**config.mk**
```make
export PLATFORM = sky130hd
export DESIGN_NAME = task_list_manager_unit
export DESIGN_NICKNAME = d
export VERILOG_FILES = /design/src/design/tlm_pkg.sv /design/src/design/tlm_ram.sv /design/src/design/tlm_ctrl.sv /design/src/design/tlm_dp.sv /design/src/design/task_list_manager_unit.sv
export SDC_FILE = /design/constraint.sdc
export NUM_CORES = 2
export LEC_CHECK = 0
export ABC_AREA = 0
export CORE_MARGIN = 4
export CORE_UTILIZATION = 50
export DETAILED_ROUTE_END_ITERATION = 10
export DONT_BUFFER_PORTS = 1
export PLACE_DENSITY_LB_ADDON = 0.3
export SYNTH_ARGS = -nofsm -noshare
export SYNTH_HDL_FRONTEND = slang
export SYNTH_SLANG_ARGS = --single-unit
```
**constraint.sdc**
```tcl
create_clock -name i_clk -period 9.6 [get_ports i_clk]
set_clock_uncertainty 0.15 [all_clocks]
set_input_delay 0.96 -clock i_clk [delete_from_list [all_inputs] [get_ports i_clk]]
set_output_delay 0.96 -clock i_clk [all_outputs]
set_load 0.005 [all_outputs]
```
**src/design/tlm_pkg.sv**
```systemverilog
// Shared types and constants for the task list manager.
package tlm_pkg;

    localparam int unsigned MODE_W   = 4;
    localparam int unsigned TASK_W   = 5;
    localparam int unsigned LIST_W   = 6;
    localparam int unsigned PRIO_W   = 5;
    localparam int unsigned WAKEIN_W = 32;
    localparam int unsigned STAT_W   = 2;
    localparam int unsigned BMOUT_W  = 32;
    localparam int unsigned CNTOUT_W = 6;

    localparam logic [MODE_W-1:0] MODE_REMOVE    = 4'd0;
    localparam logic [MODE_W-1:0] MODE_TAIL      = 4'd1;
    localparam logic [MODE_W-1:0] MODE_HEAD      = 4'd2;
    localparam logic [MODE_W-1:0] MODE_BY_PRIO   = 4'd3;
    localparam logic [MODE_W-1:0] MODE_BY_WAKE   = 4'd4;
    localparam logic [MODE_W-1:0] MODE_MV_TAIL   = 4'd5;
    localparam logic [MODE_W-1:0] MODE_MV_HEAD   = 4'd6;
    localparam logic [MODE_W-1:0] MODE_MV_PRIO   = 4'd7;
    localparam logic [MODE_W-1:0] MODE_MV_WAKE   = 4'd8;

    localparam logic [STAT_W-1:0] STAT_OK     = 2'd0;
    localparam logic [STAT_W-1:0] STAT_FAIL   = 2'd1;
    localparam logic [STAT_W-1:0] STAT_LINKED = 2'd2;

    // Insert placement kinds.
    typedef enum logic [1:0] {
        K_TAIL = 2'd0,
        K_HEAD = 2'd1,
        K_PRIO = 2'd2,
        K_WAKE = 2'd3
    } t_kind;

    typedef enum logic [4:0] {
        S_IDLE,
        S_INIT,
        S_DECODE,
        S_UL_RD,
        S_UL_WAIT,
        S_UL_NEXT,
        S_UL_PREV,
        S_UL_SELF,
        S_UL_SELF2,
        S_STORE,
        S_HEAD_RD,
        S_HEAD_WAIT,
        S_WALK_RD,
        S_WALK_WAIT,
        S_WALK_CMP,
        S_AT_RD,
        S_AT_WAIT,
        S_LNK_T,
        S_LNK_T2,
        S_LNK_P,
        S_LNK_AT,
        S_FIN_RD,
        S_FIN_WAIT,
        S_OUT
    } t_state;

    typedef enum logic [3:0] {
        C_NONE,
        C_INIT_WR,
        C_LATCH,
        C_RD_TASK,
        C_CAP_TASK,
        C_UL_NEXT,
        C_UL_PREV,
        C_UL_SELF_N,
        C_UL_SELF_P,
        C_STORE,
        C_RD_HEAD,
        C_RD_CUR,
        C_CAP_CUR,
        C_LNK_T_N,
        C_LNK_T_P,
        C_LNK_P_N
    } t_op;

    typedef struct packed {
        t_op  op;
        logic step_cur;
        logic cap_at;
        logic cap_fin;
        logic rd_fin;
        logic lnk_at;
        logic load_out;
        logic set_stat_ok;
        logic set_stat_lk;
    } t_cmd;

    typedef struct packed {
        logic init_done;
        logic req_ok;
        logic is_remove;
        logic is_move;
        logic linked;
        logic rm_match;
        logic sorted;
        logic is_head;
        logic walk_end;
        logic walk_before;
    } t_sts;

endpackage

```
**src/design/tlm_ram.sv**
```systemverilog
// Generic single-port RAM with registered read.
module tlm_ram #(
    parameter int unsigned WIDTH = 8,
    parameter int unsigned DEPTH = 16
) (
    input  logic                     i_clk,
    input  logic                     i_we,
    input  logic [$clog2(DEPTH)-1:0] i_addr,
    input  logic [WIDTH-1:0]         i_wdata,
    output logic [WIDTH-1:0]         o_rdata
);
    logic [WIDTH-1:0] r_mem [DEPTH];

    always_ff @(posedge i_clk) begin
        if (i_we) begin
            r_mem[i_addr] <= i_wdata;
        end
        o_rdata <= r_mem[i_addr];
    end
endmodule

```
**src/design/tlm_ctrl.sv**
```systemverilog
// Controller state machine for the task list manager.
module tlm_ctrl (
    input  logic          i_clk,
    input  logic          i_rst_n,
    input  logic          i_in_valid,
    output logic          o_in_ready,
    output logic          o_out_valid,
    input  logic          i_out_ready,
    input  tlm_pkg::t_sts i_sts,
    output tlm_pkg::t_cmd o_cmd
);
    import tlm_pkg::*;

    t_state r_state, n_state;
    logic   r_ovalid, n_ovalid;

    always_ff @(posedge i_clk) begin
        if (!i_rst_n) begin
            r_state  <= S_INIT;
            r_ovalid <= 1'b0;
        end else begin
            r_state  <= n_state;
            r_ovalid <= n_ovalid;
        end
    end

    assign o_out_valid = r_ovalid;
    // A new request may enter while the previous result still waits; it then
    // holds in the output state until the result register is free.
    assign o_in_ready  = (r_state == S_IDLE);

    always_comb begin
        n_state  = r_state;
        n_ovalid = r_ovalid;
        o_cmd    = '0;
        o_cmd.op = C_NONE;
        if (r_ovalid && i_out_ready) begin
            n_ovalid = 1'b0;
        end
        case (r_state)
            S_INIT: begin
                o_cmd.op = C_INIT_WR;
                if (i_sts.init_done) begin
                    n_state = S_IDLE;
                end
            end
            S_IDLE: begin
                if (i_in_valid && o_in_ready) begin
                    o_cmd.op = C_LATCH;
                    n_state  = S_DECODE;
                end
            end
            S_DECODE: begin
                o_cmd.op = C_RD_TASK;
                n_state  = S_UL_WAIT;
            end
            S_UL_RD: begin
                n_state = S_UL_WAIT;
            end
            S_UL_WAIT: begin
                o_cmd.op = C_CAP_TASK;
                n_state  = S_UL_NEXT;
            end
            S_UL_NEXT: begin
                // Decide what the request does, now that the task links are known.
                if (!i_sts.req_ok) begin
                    n_state = S_FIN_RD;
                end else if (i_sts.is_remove) begin
                    if (i_sts.rm_match) begin
                        o_cmd.op          = C_UL_NEXT;
                        o_cmd.set_stat_ok = 1'b1;
                        n_state           = S_UL_PREV;
                    end else begin
                        n_state = S_FIN_RD;
                    end
                end else if (i_sts.is_move) begin
                    o_cmd.set_stat_ok = 1'b1;
                    if (i_sts.linked) begin
                        o_cmd.op = C_UL_NEXT;
                        n_state  = S_UL_PREV;
                    end else begin
                        n_state = S_STORE;
                    end
                end else if (i_sts.linked) begin
                    o_cmd.set_stat_lk = 1'b1;
                    n_state           = S_FIN_RD;
                end else begin
                    o_cmd.set_stat_ok = 1'b1;
                    n_state           = S_STORE;
                end
            end
            S_UL_PREV: begin
                o_cmd.op = C_UL_PREV;
                n_state  = S_UL_SELF;
            end
            S_UL_SELF: begin
                o_cmd.op = C_UL_SELF_N;
                n_state  = S_UL_SELF2;
            end
            S_UL_SELF2: begin
                o_cmd.op = C_UL_SELF_P;
                n_state  = i_sts.is_remove ? S_FIN_RD : S_STORE;
            end
            S_STORE: begin
                o_cmd.op = C_STORE;
                if (i_sts.is_head || i_sts.sorted) begin
                    n_state = S_HEAD_RD;
                end else begin
                    n_state = S_AT_RD;
                end
            end
            S_HEAD_RD: begin
                o_cmd.op = C_RD_HEAD;
                n_state  = S_HEAD_WAIT;
            end
            S_HEAD_WAIT: begin
                o_cmd.op       = C_CAP_CUR;
                o_cmd.step_cur = 1'b1;
                n_state        = i_sts.is_head ? S_AT_RD : S_WALK_RD;
            end
            S_WALK_RD: begin
                if (i_sts.walk_end) begin
                    n_state = S_AT_RD;
                end else begin
                    o_cmd.op = C_RD_CUR;
                    n_state  = S_WALK_WAIT;
                end
            end
            S_WALK_WAIT: begin
                // Keep the entry address so its data is still there to compare.
                o_cmd.op = C_RD_CUR;
                n_state  = S_WALK_CMP;
            end
            S_WALK_CMP: begin
                if (i_sts.walk_before) begin
                    n_state = S_AT_RD;
                end else begin
                    o_cmd.op       = C_CAP_CUR;
                    o_cmd.step_cur = 1'b1;
                    n_state        = S_WALK_RD;
                end
            end
            S_AT_RD: begin
                o_cmd.cap_at = 1'b1;
                n_state      = S_AT_WAIT;
            end
            S_AT_WAIT: begin
                n_state = S_LNK_T;
            end
            S_LNK_T: begin
                o_cmd.op = C_LNK_T_N;
                n_state  = S_LNK_T2;
            end
            S_LNK_T2: begin
                o_cmd.op = C_LNK_T_P;
                n_state  = S_LNK_P;
            end
            S_LNK_P: begin
                o_cmd.op = C_LNK_P_N;
                n_state  = S_LNK_AT;
            end
            S_LNK_AT: begin
                o_cmd.lnk_at = 1'b1;
                n_state      = S_FIN_RD;
            end
            S_FIN_RD: begin
                o_cmd.rd_fin = 1'b1;
                n_state      = S_FIN_WAIT;
            end
            S_FIN_WAIT: begin
                o_cmd.rd_fin = 1'b1;
                n_state      = S_OUT;
            end
            S_OUT: begin
                o_cmd.rd_fin = 1'b1;
                if (!r_ovalid || i_out_ready) begin
                    o_cmd.cap_fin  = 1'b1;
                    o_cmd.load_out = 1'b1;
                    n_ovalid       = 1'b1;
                    n_state        = S_IDLE;
                end
            end
            default: begin
                n_state = S_IDLE;
            end
        endcase
    end
endmodule

```
**src/design/tlm_dp.sv**
```systemverilog
// Datapath: link memories, task tables, counters and the ready bitmap.
module tlm_dp #(
    parameter int unsigned MAX_TASKS    = 32,
    parameter int unsigned READY_GROUPS = 32,
    parameter int unsigned BITMAP_BITS  = 32,
    parameter int unsigned WAKE_BITS    = 32
) (
    input  logic                            i_clk,
    input  logic                            i_rst_n,
    input  tlm_pkg::t_cmd                   i_cmd,
    output tlm_pkg::t_sts                   o_sts,
    input  logic [tlm_pkg::MODE_W-1:0]      i_mode,
    input  logic [tlm_pkg::TASK_W-1:0]      i_task_id,
    input  logic [tlm_pkg::LIST_W-1:0]      i_list_sel,
    input  logic [tlm_pkg::PRIO_W-1:0]      i_task_priority,
    input  logic [tlm_pkg::WAKEIN_W-1:0]    i_wake_time,
    output logic [tlm_pkg::STAT_W-1:0]      o_status,
    output logic [tlm_pkg::BMOUT_W-1:0]     o_ready_bitmap,
    output logic [tlm_pkg::CNTOUT_W-1:0]    o_list_count,
    output logic [tlm_pkg::LIST_W-1:0]      o_list_first,
    output logic [tlm_pkg::LIST_W-1:0]      o_task_home
);
    import tlm_pkg::*;

    localparam int unsigned NUM_LISTS = READY_GROUPS + 3;
    localparam int unsigned NO_LIST   = NUM_LISTS;
    localparam int unsigned NODES     = MAX_TASKS + NUM_LISTS;
    localparam int unsigned NODE_W    = $clog2(NODES);
    localparam int unsigned TID_W     = $clog2(MAX_TASKS);
    localparam int unsigned LID_W     = $clog2(NUM_LISTS + 1);
    localparam int unsigned CTA_W     = $clog2(NUM_LISTS);
    localparam int unsigned CNT_W     = $clog2(MAX_TASKS + 1);
    localparam int unsigned BMI_W     = $clog2(BITMAP_BITS);
    localparam int unsigned SEL_W     = (LIST_W > LID_W) ? LIST_W : LID_W;
    localparam int unsigned TIN_W     = (TASK_W > TID_W) ? TASK_W : TID_W;
    localparam int unsigned HOME_W    = LID_W;

    // Request registers.
    logic [MODE_W-1:0]    r_mode;
    logic [TIN_W-1:0]     r_tin;
    logic [SEL_W-1:0]     r_lin;
    logic [PRIO_W-1:0]    r_prio;
    logic [WAKE_BITS-1:0] r_wake;
    logic [STAT_W-1:0]    r_stat;

    // Task home table in flip-flops, read at the request's task.
    logic [HOME_W-1:0]    r_home [MAX_TASKS];
    logic [BITMAP_BITS-1:0] r_bits;

    logic [TID_W-1:0]  w_t;
    logic [LID_W-1:0]  w_l;
    logic              w_task_ok, w_list_ok;
    logic [NODE_W-1:0] w_head;

    assign w_t       = r_tin[TID_W-1:0];
    assign w_l       = r_lin[LID_W-1:0];
    assign w_task_ok = ({{(32-TIN_W){1'b0}}, r_tin} < 32'(MAX_TASKS));
    assign w_list_ok = ({{(32-SEL_W){1'b0}}, r_lin} < 32'(NUM_LISTS));
    assign w_head    = NODE_W'(MAX_TASKS) + NODE_W'(w_l);

    // Link memories, key stores and the per-list counts.
    logic              nx_we, pv_we;
    logic [NODE_W-1:0] nx_addr, pv_addr, nx_wd, pv_wd, nx_rd, pv_rd;
    logic              pr_we, wk_we;
    logic [TID_W-1:0]  key_addr;
    logic [PRIO_W-1:0] pr_rd;
    logic [WAKE_BITS-1:0] wk_rd;
    logic              ct_we;
    logic [CTA_W-1:0]  ct_addr;
    logic [CNT_W-1:0]  ct_wd, ct_rd;

    tlm_ram #(.WIDTH(NODE_W), .DEPTH(NODES)) u_next (
        .i_clk(i_clk), .i_we(nx_we), .i_addr(nx_addr), .i_wdata(nx_wd), .o_rdata(nx_rd));
    tlm_ram #(.WIDTH(NODE_W), .DEPTH(NODES)) u_prev (
        .i_clk(i_clk), .i_we(pv_we), .i_addr(pv_addr), .i_wdata(pv_wd), .o_rdata(pv_rd));
    tlm_ram #(.WIDTH(PRIO_W), .DEPTH(MAX_TASKS)) u_prio (
        .i_clk(i_clk), .i_we(pr_we), .i_addr(key_addr), .i_wdata(r_prio), .o_rdata(pr_rd));
    tlm_ram #(.WIDTH(WAKE_BITS), .DEPTH(MAX_TASKS)) u_wake (
        .i_clk(i_clk), .i_we(wk_we), .i_addr(key_addr), .i_wdata(r_wake), .o_rdata(wk_rd));
    tlm_ram #(.WIDTH(CNT_W), .DEPTH(NUM_LISTS)) u_cnt (
        .i_clk(i_clk), .i_we(ct_we), .i_addr(ct_addr), .i_wdata(ct_wd), .o_rdata(ct_rd));

    // Working registers.
    logic [NODE_W-1:0] r_init;
    logic [NODE_W-1:0] r_tn, r_tp;       // unlinked task's old neighbors
    logic [NODE_W-1:0] r_cur, r_at, r_p;
    logic [CNT_W-1:0]  r_steps;
    logic [PRIO_W-1:0] r_oldprio;
    logic [HOME_W-1:0] r_oldhome;
    logic              r_at_phase;

    t_kind w_kind;
    logic  w_move;
    always_comb begin
        w_move = (r_mode >= MODE_MV_TAIL);
        case (r_mode)
            MODE_HEAD, MODE_MV_HEAD: w_kind = K_HEAD;
            MODE_BY_PRIO, MODE_MV_PRIO: w_kind = K_PRIO;
            MODE_BY_WAKE, MODE_MV_WAKE: w_kind = K_WAKE;
            default: w_kind = K_TAIL;
        endcase
    end

    logic w_cur_task;
    assign w_cur_task = (r_cur < NODE_W'(MAX_TASKS));

    // Status to the controller.
    always_comb begin
        o_sts.init_done   = (r_init == NODE_W'(NODES - 1));
        o_sts.req_ok      = (r_mode <= MODE_MV_WAKE) && w_task_ok && w_list_ok;
        o_sts.is_remove   = (r_mode == MODE_REMOVE);
        o_sts.is_move     = w_move;
        o_sts.linked      = (r_home[w_t] != HOME_W'(NO_LIST));
        // A task that is on a list makes that list's count nonzero.
        o_sts.rm_match    = (r_home[w_t] == HOME_W'(w_l));
        o_sts.sorted      = (w_kind == K_PRIO) || (w_kind == K_WAKE);
        o_sts.is_head     = (w_kind == K_HEAD);
        o_sts.walk_end    = !w_cur_task || (r_steps == CNT_W'(MAX_TASKS));
        o_sts.walk_before = (w_kind == K_PRIO) ? (r_prio < pr_rd) : (r_wake < wk_rd);
    end

    logic [NODE_W-1:0] w_tnode;
    assign w_tnode = NODE_W'(w_t);

    // Memory port steering.
    always_comb begin
        nx_we    = 1'b0;
        pv_we    = 1'b0;
        nx_addr  = w_tnode;
        pv_addr  = w_tnode;
        nx_wd    = '0;
        pv_wd    = '0;
        pr_we    = 1'b0;
        wk_we    = 1'b0;
        key_addr = w_t;
        ct_we    = 1'b0;
        ct_addr  = CTA_W'(w_l);
        ct_wd    = '0;
        case (i_cmd.op)
            C_INIT_WR: begin
                nx_we = 1'b1; pv_we = 1'b1;
                nx_addr = r_init; pv_addr = r_init;
                nx_wd = r_init; pv_wd = r_init;
                if (r_init < NODE_W'(NUM_LISTS)) begin
                    ct_we = 1'b1; ct_addr = CTA_W'(r_init);
                end
            end
            C_RD_TASK, C_CAP_TASK: begin
                ct_addr = CTA_W'(r_home[w_t]);
            end
            C_UL_NEXT: begin
                nx_we = 1'b1; nx_addr = r_tp; nx_wd = r_tn;
                pv_we = 1'b1; pv_addr = r_tn; pv_wd = r_tp;
                ct_addr = CTA_W'(r_oldhome);
                ct_we   = (ct_rd != '0);
                ct_wd   = ct_rd - 1'b1;
            end
            C_UL_SELF_N: begin
                nx_we = 1'b1; nx_wd = w_tnode;
                pv_we = 1'b1; pv_wd = w_tnode;
            end
            C_STORE: begin
                pr_we = 1'b1; wk_we = 1'b1;
            end
            C_RD_HEAD: begin
                nx_addr = w_head;
            end
            C_RD_CUR: begin
                nx_addr  = r_cur;
                key_addr = r_cur[TID_W-1:0];
            end
            C_LNK_T_N: begin
                nx_we = 1'b1; nx_wd = r_at;
                pv_we = 1'b1; pv_wd = r_p;
            end
            C_LNK_P_N: begin
                nx_we = 1'b1; nx_addr = r_p; nx_wd = w_tnode;
            end
            default: begin
            end
        endcase
        if (i_cmd.cap_at) begin
            pv_addr = r_at;
        end
        if (i_cmd.lnk_at) begin
            pv_we = 1'b1; pv_addr = r_at; pv_wd = w_tnode;
            ct_we = 1'b1; ct_addr = CTA_W'(w_l); ct_wd = ct_rd + 1'b1;
        end
        if (i_cmd.rd_fin) begin
            nx_addr = w_head;
        end
        if (i_cmd.op == C_RD_TASK || i_cmd.op == C_NONE) begin
            key_addr = (i_cmd.op == C_RD_TASK) ? w_t : key_addr;
        end
    end

    // Guarded link values, as a stored link beyond the node range falls back.
    logic [NODE_W-1:0] w_old_head;
    assign w_old_head = NODE_W'(MAX_TASKS) + NODE_W'(r_home[w_t]);

    logic [BITMAP_BITS-1:0] w_setbit, w_clrbit;
    always_comb begin
        w_setbit = '0;
        w_clrbit = '0;
        if ({{(32-PRIO_W){1'b0}}, r_prio} < 32'(BITMAP_BITS)) begin
            w_setbit[BMI_W'(BITMAP_BITS - 1) - BMI_W'(r_prio)] = 1'b1;
        end
        if ({{(32-PRIO_W){1'b0}}, r_oldprio} < 32'(BITMAP_BITS)) begin
            w_clrbit[BMI_W'(BITMAP_BITS - 1) - BMI_W'(r_oldprio)] = 1'b1;
        end
    end

    always_ff @(posedge i_clk) begin
        if (!i_rst_n) begin
            r_init <= '0;
            r_bits <= '0;
            for (int i = 0; i < MAX_TASKS; i++) begin
                r_home[i] <= HOME_W'(NO_LIST);
            end
        end else begin
            if (i_cmd.op == C_INIT_WR && r_init != NODE_W'(NODES - 1)) begin
                r_init <= r_init + 1'b1;
            end
            case (i_cmd.op)
                C_UL_NEXT: begin
                    r_home[w_t] <= HOME_W'(NO_LIST);
                end
                C_UL_PREV: begin
                    // The count read here is the one before the decrement.
                    if ({{(32-HOME_W){1'b0}}, r_oldhome} < 32'(READY_GROUPS) &&
                        ct_rd <= CNT_W'(1)) begin
                        r_bits <= r_bits & ~w_clrbit;
                    end
                end
                default: begin
                end
            endcase
            if (i_cmd.lnk_at) begin
                r_home[w_t] <= HOME_W'(w_l);
                if ({{(32-LID_W){1'b0}}, w_l} < 32'(READY_GROUPS)) begin
                    r_bits <= r_bits | w_setbit;
                end
            end
        end
    end

    logic [NODE_W-1:0] w_nx_safe, w_pv_safe_t, w_pv_safe_h;
    assign w_nx_safe   = (nx_rd < NODE_W'(NODES)) ? nx_rd : w_old_head;
    assign w_pv_safe_t = (pv_rd < NODE_W'(NODES)) ? pv_rd : w_old_head;
    assign w_pv_safe_h = (pv_rd < NODE_W'(NODES)) ? pv_rd : w_head;

    always_ff @(posedge i_clk) begin
        if (i_cmd.op == C_LATCH) begin
            r_mode <= i_mode;
            r_tin  <= TIN_W'(i_task_id);
            r_lin  <= SEL_W'(i_list_sel);
            r_prio <= i_task_priority;
            r_wake <= WAKE_BITS'(i_wake_time);
            r_stat <= STAT_FAIL;
        end
        if (i_cmd.op == C_CAP_TASK) begin
            r_tn      <= w_nx_safe;
            r_tp      <= w_pv_safe_t;
            r_oldprio <= pr_rd;
            r_oldhome <= r_home[w_t];
        end
        if (i_cmd.set_stat_ok) begin
            r_stat <= STAT_OK;
        end
        if (i_cmd.set_stat_lk) begin
            r_stat <= STAT_LINKED;
        end
        if (i_cmd.op == C_STORE) begin
            r_cur      <= w_head;
            r_at       <= w_head;
            r_steps    <= '0;
            r_at_phase <= 1'b0;
        end
        if (i_cmd.step_cur) begin
            r_cur <= nx_rd;
            if (r_at_phase) begin
                r_steps <= r_steps + 1'b1;
            end
            r_at_phase <= 1'b1;
            if (w_kind == K_HEAD) begin
                r_at <= (nx_rd < NODE_W'(NODES)) ? nx_rd : w_head;
            end
        end
        if (o_sts.sorted && i_cmd.op == C_NONE && !i_cmd.cap_at && !i_cmd.lnk_at
            && !i_cmd.rd_fin && !i_cmd.load_out) begin
            r_at <= w_cur_task ? r_cur : w_head;
        end
    end

    // Previous pointer of the insert point, read after r_at settles.
    logic r_pcap;
    always_ff @(posedge i_clk) begin
        r_pcap <= i_cmd.cap_at;
        if (r_pcap) begin
            r_p <= w_pv_safe_h;
        end
    end

    // Result registers.
    always_ff @(posedge i_clk) begin
        if (i_cmd.load_out) begin
            o_status       <= r_stat;
            o_ready_bitmap <= BMOUT_W'(r_bits);
            o_list_count   <= w_list_ok ? CNTOUT_W'(ct_rd) : '0;
            o_list_first   <= (w_list_ok && nx_rd < NODE_W'(MAX_TASKS)) ?
                              LIST_W'(nx_rd) : LIST_W'(MAX_TASKS);
            o_task_home    <= w_task_ok ? LIST_W'(r_home[w_t]) : LIST_W'(NO_LIST);
        end
    end
endmodule

```
**src/design/task_list_manager_unit.sv**
```systemverilog
// Task list manager: one request at a time, one result per request. After
// reset a clearing pass initializes the link memories and list counts,
// during which no request is taken. A move of a linked task first unlinks
// it. A sorted insert walks the target list one entry at a time through the
// single read port of the link memory. A finished result sits in an output
// register; the next request can be taken even if that result still waits,
// and its own result holds until the register frees.
module task_list_manager_unit #(
    parameter int unsigned MAX_TASKS    = 32,
    parameter int unsigned READY_GROUPS = 32,
    parameter int unsigned BITMAP_BITS  = 32,
    parameter int unsigned WAKE_BITS    = 32
) (
    input  logic                          i_clk,
    input  logic                          i_rst_n,
    input  logic                          i_in_valid,
    output logic                          o_in_ready,
    input  logic [tlm_pkg::MODE_W-1:0]    i_mode,
    input  logic [tlm_pkg::TASK_W-1:0]    i_task_id,
    input  logic [tlm_pkg::LIST_W-1:0]    i_list_sel,
    input  logic [tlm_pkg::PRIO_W-1:0]    i_task_priority,
    input  logic [tlm_pkg::WAKEIN_W-1:0]  i_wake_time,
    output logic                          o_out_valid,
    input  logic                          i_out_ready,
    output logic [tlm_pkg::STAT_W-1:0]    o_status,
    output logic [tlm_pkg::BMOUT_W-1:0]   o_ready_bitmap,
    output logic [tlm_pkg::CNTOUT_W-1:0]  o_list_count,
    output logic [tlm_pkg::LIST_W-1:0]    o_list_first,
    output logic [tlm_pkg::LIST_W-1:0]    o_task_home
);
    import tlm_pkg::*;

    t_cmd w_cmd;
    t_sts w_sts;

    tlm_ctrl u_ctrl (
        .i_clk(i_clk), .i_rst_n(i_rst_n),
        .i_in_valid(i_in_valid), .o_in_ready(o_in_ready),
        .o_out_valid(o_out_valid), .i_out_ready(i_out_ready),
        .i_sts(w_sts), .o_cmd(w_cmd));

    tlm_dp #(
        .MAX_TASKS(MAX_TASKS), .READY_GROUPS(READY_GROUPS),
        .BITMAP_BITS(BITMAP_BITS), .WAKE_BITS(WAKE_BITS)
    ) u_dp (
        .i_clk(i_clk), .i_rst_n(i_rst_n),
        .i_cmd(w_cmd), .o_sts(w_sts),
        .i_mode(i_mode), .i_task_id(i_task_id), .i_list_sel(i_list_sel),
        .i_task_priority(i_task_priority), .i_wake_time(i_wake_time),
        .o_status(o_status), .o_ready_bitmap(o_ready_bitmap),
        .o_list_count(o_list_count), .o_list_first(o_list_first),
        .o_task_home(o_task_home));
endmodule

```
==> impl_metrics.yaml <==
run_status:
  run_status: "complete, no violations"
synth:
  synth_xor_area_share_pct: 0.135
  syn_inst: 6441
  ys_async_sr_fraction_pct: 0
  synthSimpleGateAreaFrac_pct: 5.57
  synth_top_family_by_area: "multiplexers"
  yosys.area.top_type: "edfxtp_1"
  yosysMostFrequentCell: "edfxtp_1"
  muxShareOfSynthArea_pct: 9.51
  synth.avg_cell_area_um2: 17.1
  synth.top_cell.area_share_pct: 72.8
  synth-compound-area-share_pct: 7.41
  yosysSeqAreaShare_pct: 75.0
  synth_cell_types: 87
  yosys-top-cells-area: "edfxtp_1 73%, mux4_2 6.2%, mux2i_1 2.6%"
  synth_ff_type: "edfxtp_1"
  yosys_warnings: 0
  synth_edf_count: 2667
  synth_top_cells_by_count: "2667 x edfxtp_1, 427 x nand2_1, 388 x nor2_1, 340 x a22oi_1, 305 x mux4_2"
  syn_area_um2: 110000
  synthAdderAreaFrac_pct: 0.489
  synth_fp_nets: 6540
  ys_ff_latch: 2791
floorplan:
  die_h_um: 477
  die_w_um: 477
  die_area_um2: 228000
  core-area_um2: 218000
  rows: 171
  start_util_pct: 50.5
  ios: 110
global_routing:
  met2_usage_pct: 38.5
  met1_usage_pct: 37.0
  busiest_layer: "met2"
  grt_usage_pct: 25.5
  grt_remaining_overflow: 0
  grt.met3_usage_pct: 5.58
  grt_antenna_before_repair: 10
  grt_pass1_vias: 61900
  grt_max_degree: 122
  grt_pass1_wl_mm: 431
timing:
  fmax_ghz: 0.129
  slew_headroom_pct: 8.24
  hold_violations: 0
  fin_tns_setup_ps: 0
  holdWs_ps: 78.6
  fin_crit_sh_pct: 80.7
  setup_viol: 0
  worst_pin_slew_ps: 1370
  finalCriticalPeriod_ps: 7750
  rsz0062_at_grt: "no"
  slew_viol_final: 0
cts:
  cts_buffers: 294
  htree_num_levels: 5
  cts.clk_slew.worst_paths_ps: 60
  cts_tree: "built"
  clk_latency_ps: 950
  ctsHoldBuffers: 53
  clock-sinks: 2791
  root_buffer: "clkbuf_16"
  clockBufferDepth: 4
  cts_resized: 0
  postCtsSetupBuffers: 0
pwr:
  totalPowerFinal_mw: 25.2
  p_leak_nw: 40.1
  power-per-cell-area_nw_per_um2: 204
  ir_drop_mv: 0.228
placement:
  dp_hpwl_mm: 168
  globalplace.congestion: 0.958
  port-buffer-count: 0
setup_path:
  critPathArrivalTime_ps: 8470
  timing.rr.end: "u_dp.u_prev.o_rdata[6]$_DFF_P_"
  cp.required_ps: 10330
  worstRegToRegCells: 17
  r2r_setup_slack_ps: 1850
  worstSetupPathType: "register to register"
  cp-start-kind: "register"
  critPathMaxFanout: 65
  end_kind: "register"
worst_hold_path:
  hold_path_end: "u_ctrl.r_state[1]$_SDFFE_PN0P_"
  hold_path.startpoint: "i_rst_n"
  hp-class: "input port to register"
  worstHoldPathCells: 1
route:
  avgViaCountPerCell: 6.56
  ant_nets: 0
  wl_mm: 296
  drtIter0Drc: 9324
  wl_per_cell_um: 30.6
  dr.pass1.iters: 6
  drcViolationCount: 0
  vias: 63500
finish:
  num-fill-cells: 16200
  seq_area_um2: 82600
  area_growth_pct: 12.6
  drive_above_1_share_pct: 16.1
  fin_nets: 6699
  multi_input_area_um2: 26100
flow_run:
  max_cap_viol_count: 0
-- sequential cells by signal, summed over array words and instances, names as in the netlist, 7 cells and up, named ones only --
name	cells
u_dp.u_wake.o_rdata	32
u_dp.u_prev.o_rdata	7
u_dp.u_next.r_mem	469
u_dp.r_tn	7
u_dp.r_cur	7
u_dp.r_p	7
u_dp.u_prio.r_mem	160
u_dp.r_init	7
u_dp.r_tp	7
u_dp.r_home	192
u_dp.u_prev.r_mem	469
u_dp.r_bits	32
u_dp.u_cnt.r_mem	210
u_dp.r_at	7
u_dp.o_ready_bitmap	32
u_dp.u_wake.r_mem	1024
u_dp.r_wake	32
u_dp.u_next.o_rdata	7
-- stage by stage --
step           instances  worst slack [ps]  instance area, um2  util, %
4_1_cts             9669              2110              124000     56.8
6_report            9677              1850              124000     56.8
2_1_floorplan       6441              1060              110000        -
3_3_place_gp        9104              2210              114000     52.4
5_1_grt             9673              1580              124000     56.8
3_5_place_dp        9104              2140              114000     52.4
-- per-layer routing --
layer / wire (um) / part of all wire (%)
met5: 0 / 0
met4: 10400 / 3.5
met3: 33400 / 11
met2: 135000 / 46
met1: 117000 / 40
-- layout make-up --
cell class	instances	share of cell area, %
diodes	7	0.0141
inverters	121	0.367
clock buffers	378	6.44
flip-flops and latches	2791	66.7
clock inverters	134	0.962
well taps	2854	2.88
multi-input cells	3152	21.0
repair buffers	240	1.64
-- cells in the final DEF (no fill, tap or decap), types with 29 or more instances in the layout --
master / synthesis / routed
a221oi_1: 62 / 62
o21ai_0: 116 / 115
clkbuf_1: 245 / 66
a21o_1: 37 / 32
o221ai_1: 37 / 37
mux2i_1: 282 / 281
nor4_1: 33 / 31
clkinv_1: 0 / 46
a31oi_1: 41 / 37
mux2_2: 66 / 66
clkbuf_16: 0 / 305
a21oi_1: 124 / 119
dfxtp_1: 124 / 123
nand3_1: 64 / 64
nor2_4: 0 / 42
edfxtp_1: 2667 / 2667
and3_1: 33 / 32
o22ai_1: 85 / 85
a22oi_1: 340 / 339
o31ai_1: 40 / 37
nand4_1: 113 / 113
clkinv_2: 0 / 45
nor3_1: 109 / 97
nand2_1: 427 / 418
inv_1: 121 / 121
buf_4: 6 / 178
a32o_1: 29 / 29
nor2_1: 388 / 343
dlygate4sd3_1: 0 / 53
mux4_2: 305 / 305
ha_1: 43 / 43
and2_1: 32 / 31
-- logic make-up (layout without fill, tap and decap cells) --
family | after synthesis | in the layout
buf+inv | 498 | 873
flops | 2791 | 2791
xor+xnor | 17 | 17
mux | 655 | 655
simple gates | 1311 | 1311
fa+ha+maj | 43 | 43
compound gates | 1126 | 1126
other cells | 0 | 7
-- how the worst max path moves through the flow --
stage | cells after the start | start | endpoint | slack (ps)
after floorplan | 15 | register | u_dp.u_next.r_mem[0][1]$_DFFE_PP_ | 1060
after global placement | 16 | register | u_dp.u_next.o_rdata[0]$_DFF_P_ | 2210
after detailed placement | 13 | register | u_dp.u_next.r_mem[62][1]$_DFFE_PP_ | 2140
after CTS | 13 | register | u_dp.u_next.r_mem[62][6]$_DFFE_PP_ | 2110
after global routing | 15 | register | u_dp.u_next.o_rdata[5]$_DFF_P_ | 1580
final | 17 | register | u_dp.u_prev.o_rdata[6]$_DFF_P_ | 1850
-- critical path: stages (launching register included) --
cell,delay (ps)
dfxtp_4,730
buf_12,460
mux2i_1,140
a22oi_1,290
a21oi_1,180
nor4_4,870
xnor2_1,230
and4_4,270
a211oi_2,70
buf_4,200
a31oi_1,880
nand2_4,570
buf_12,410
nor2_2,670
a221oi_1,220
o211a_1,320
nor4_1,620
a31o_2,270
-- power breakdown --
part / total, mW / switching, mW / leakage [nW] / internal, mW
combinational: 0.851 / 0.591 / 10.3 / 0.260
clock: 11.0 / 4.56 / 4.47 / 6.40
sequential: 13.4 / 0.0880 / 25.3 / 13.3
total: 25.2 / 5.23 / 40.1 / 20.0
(Power assumes the default switching activity.)
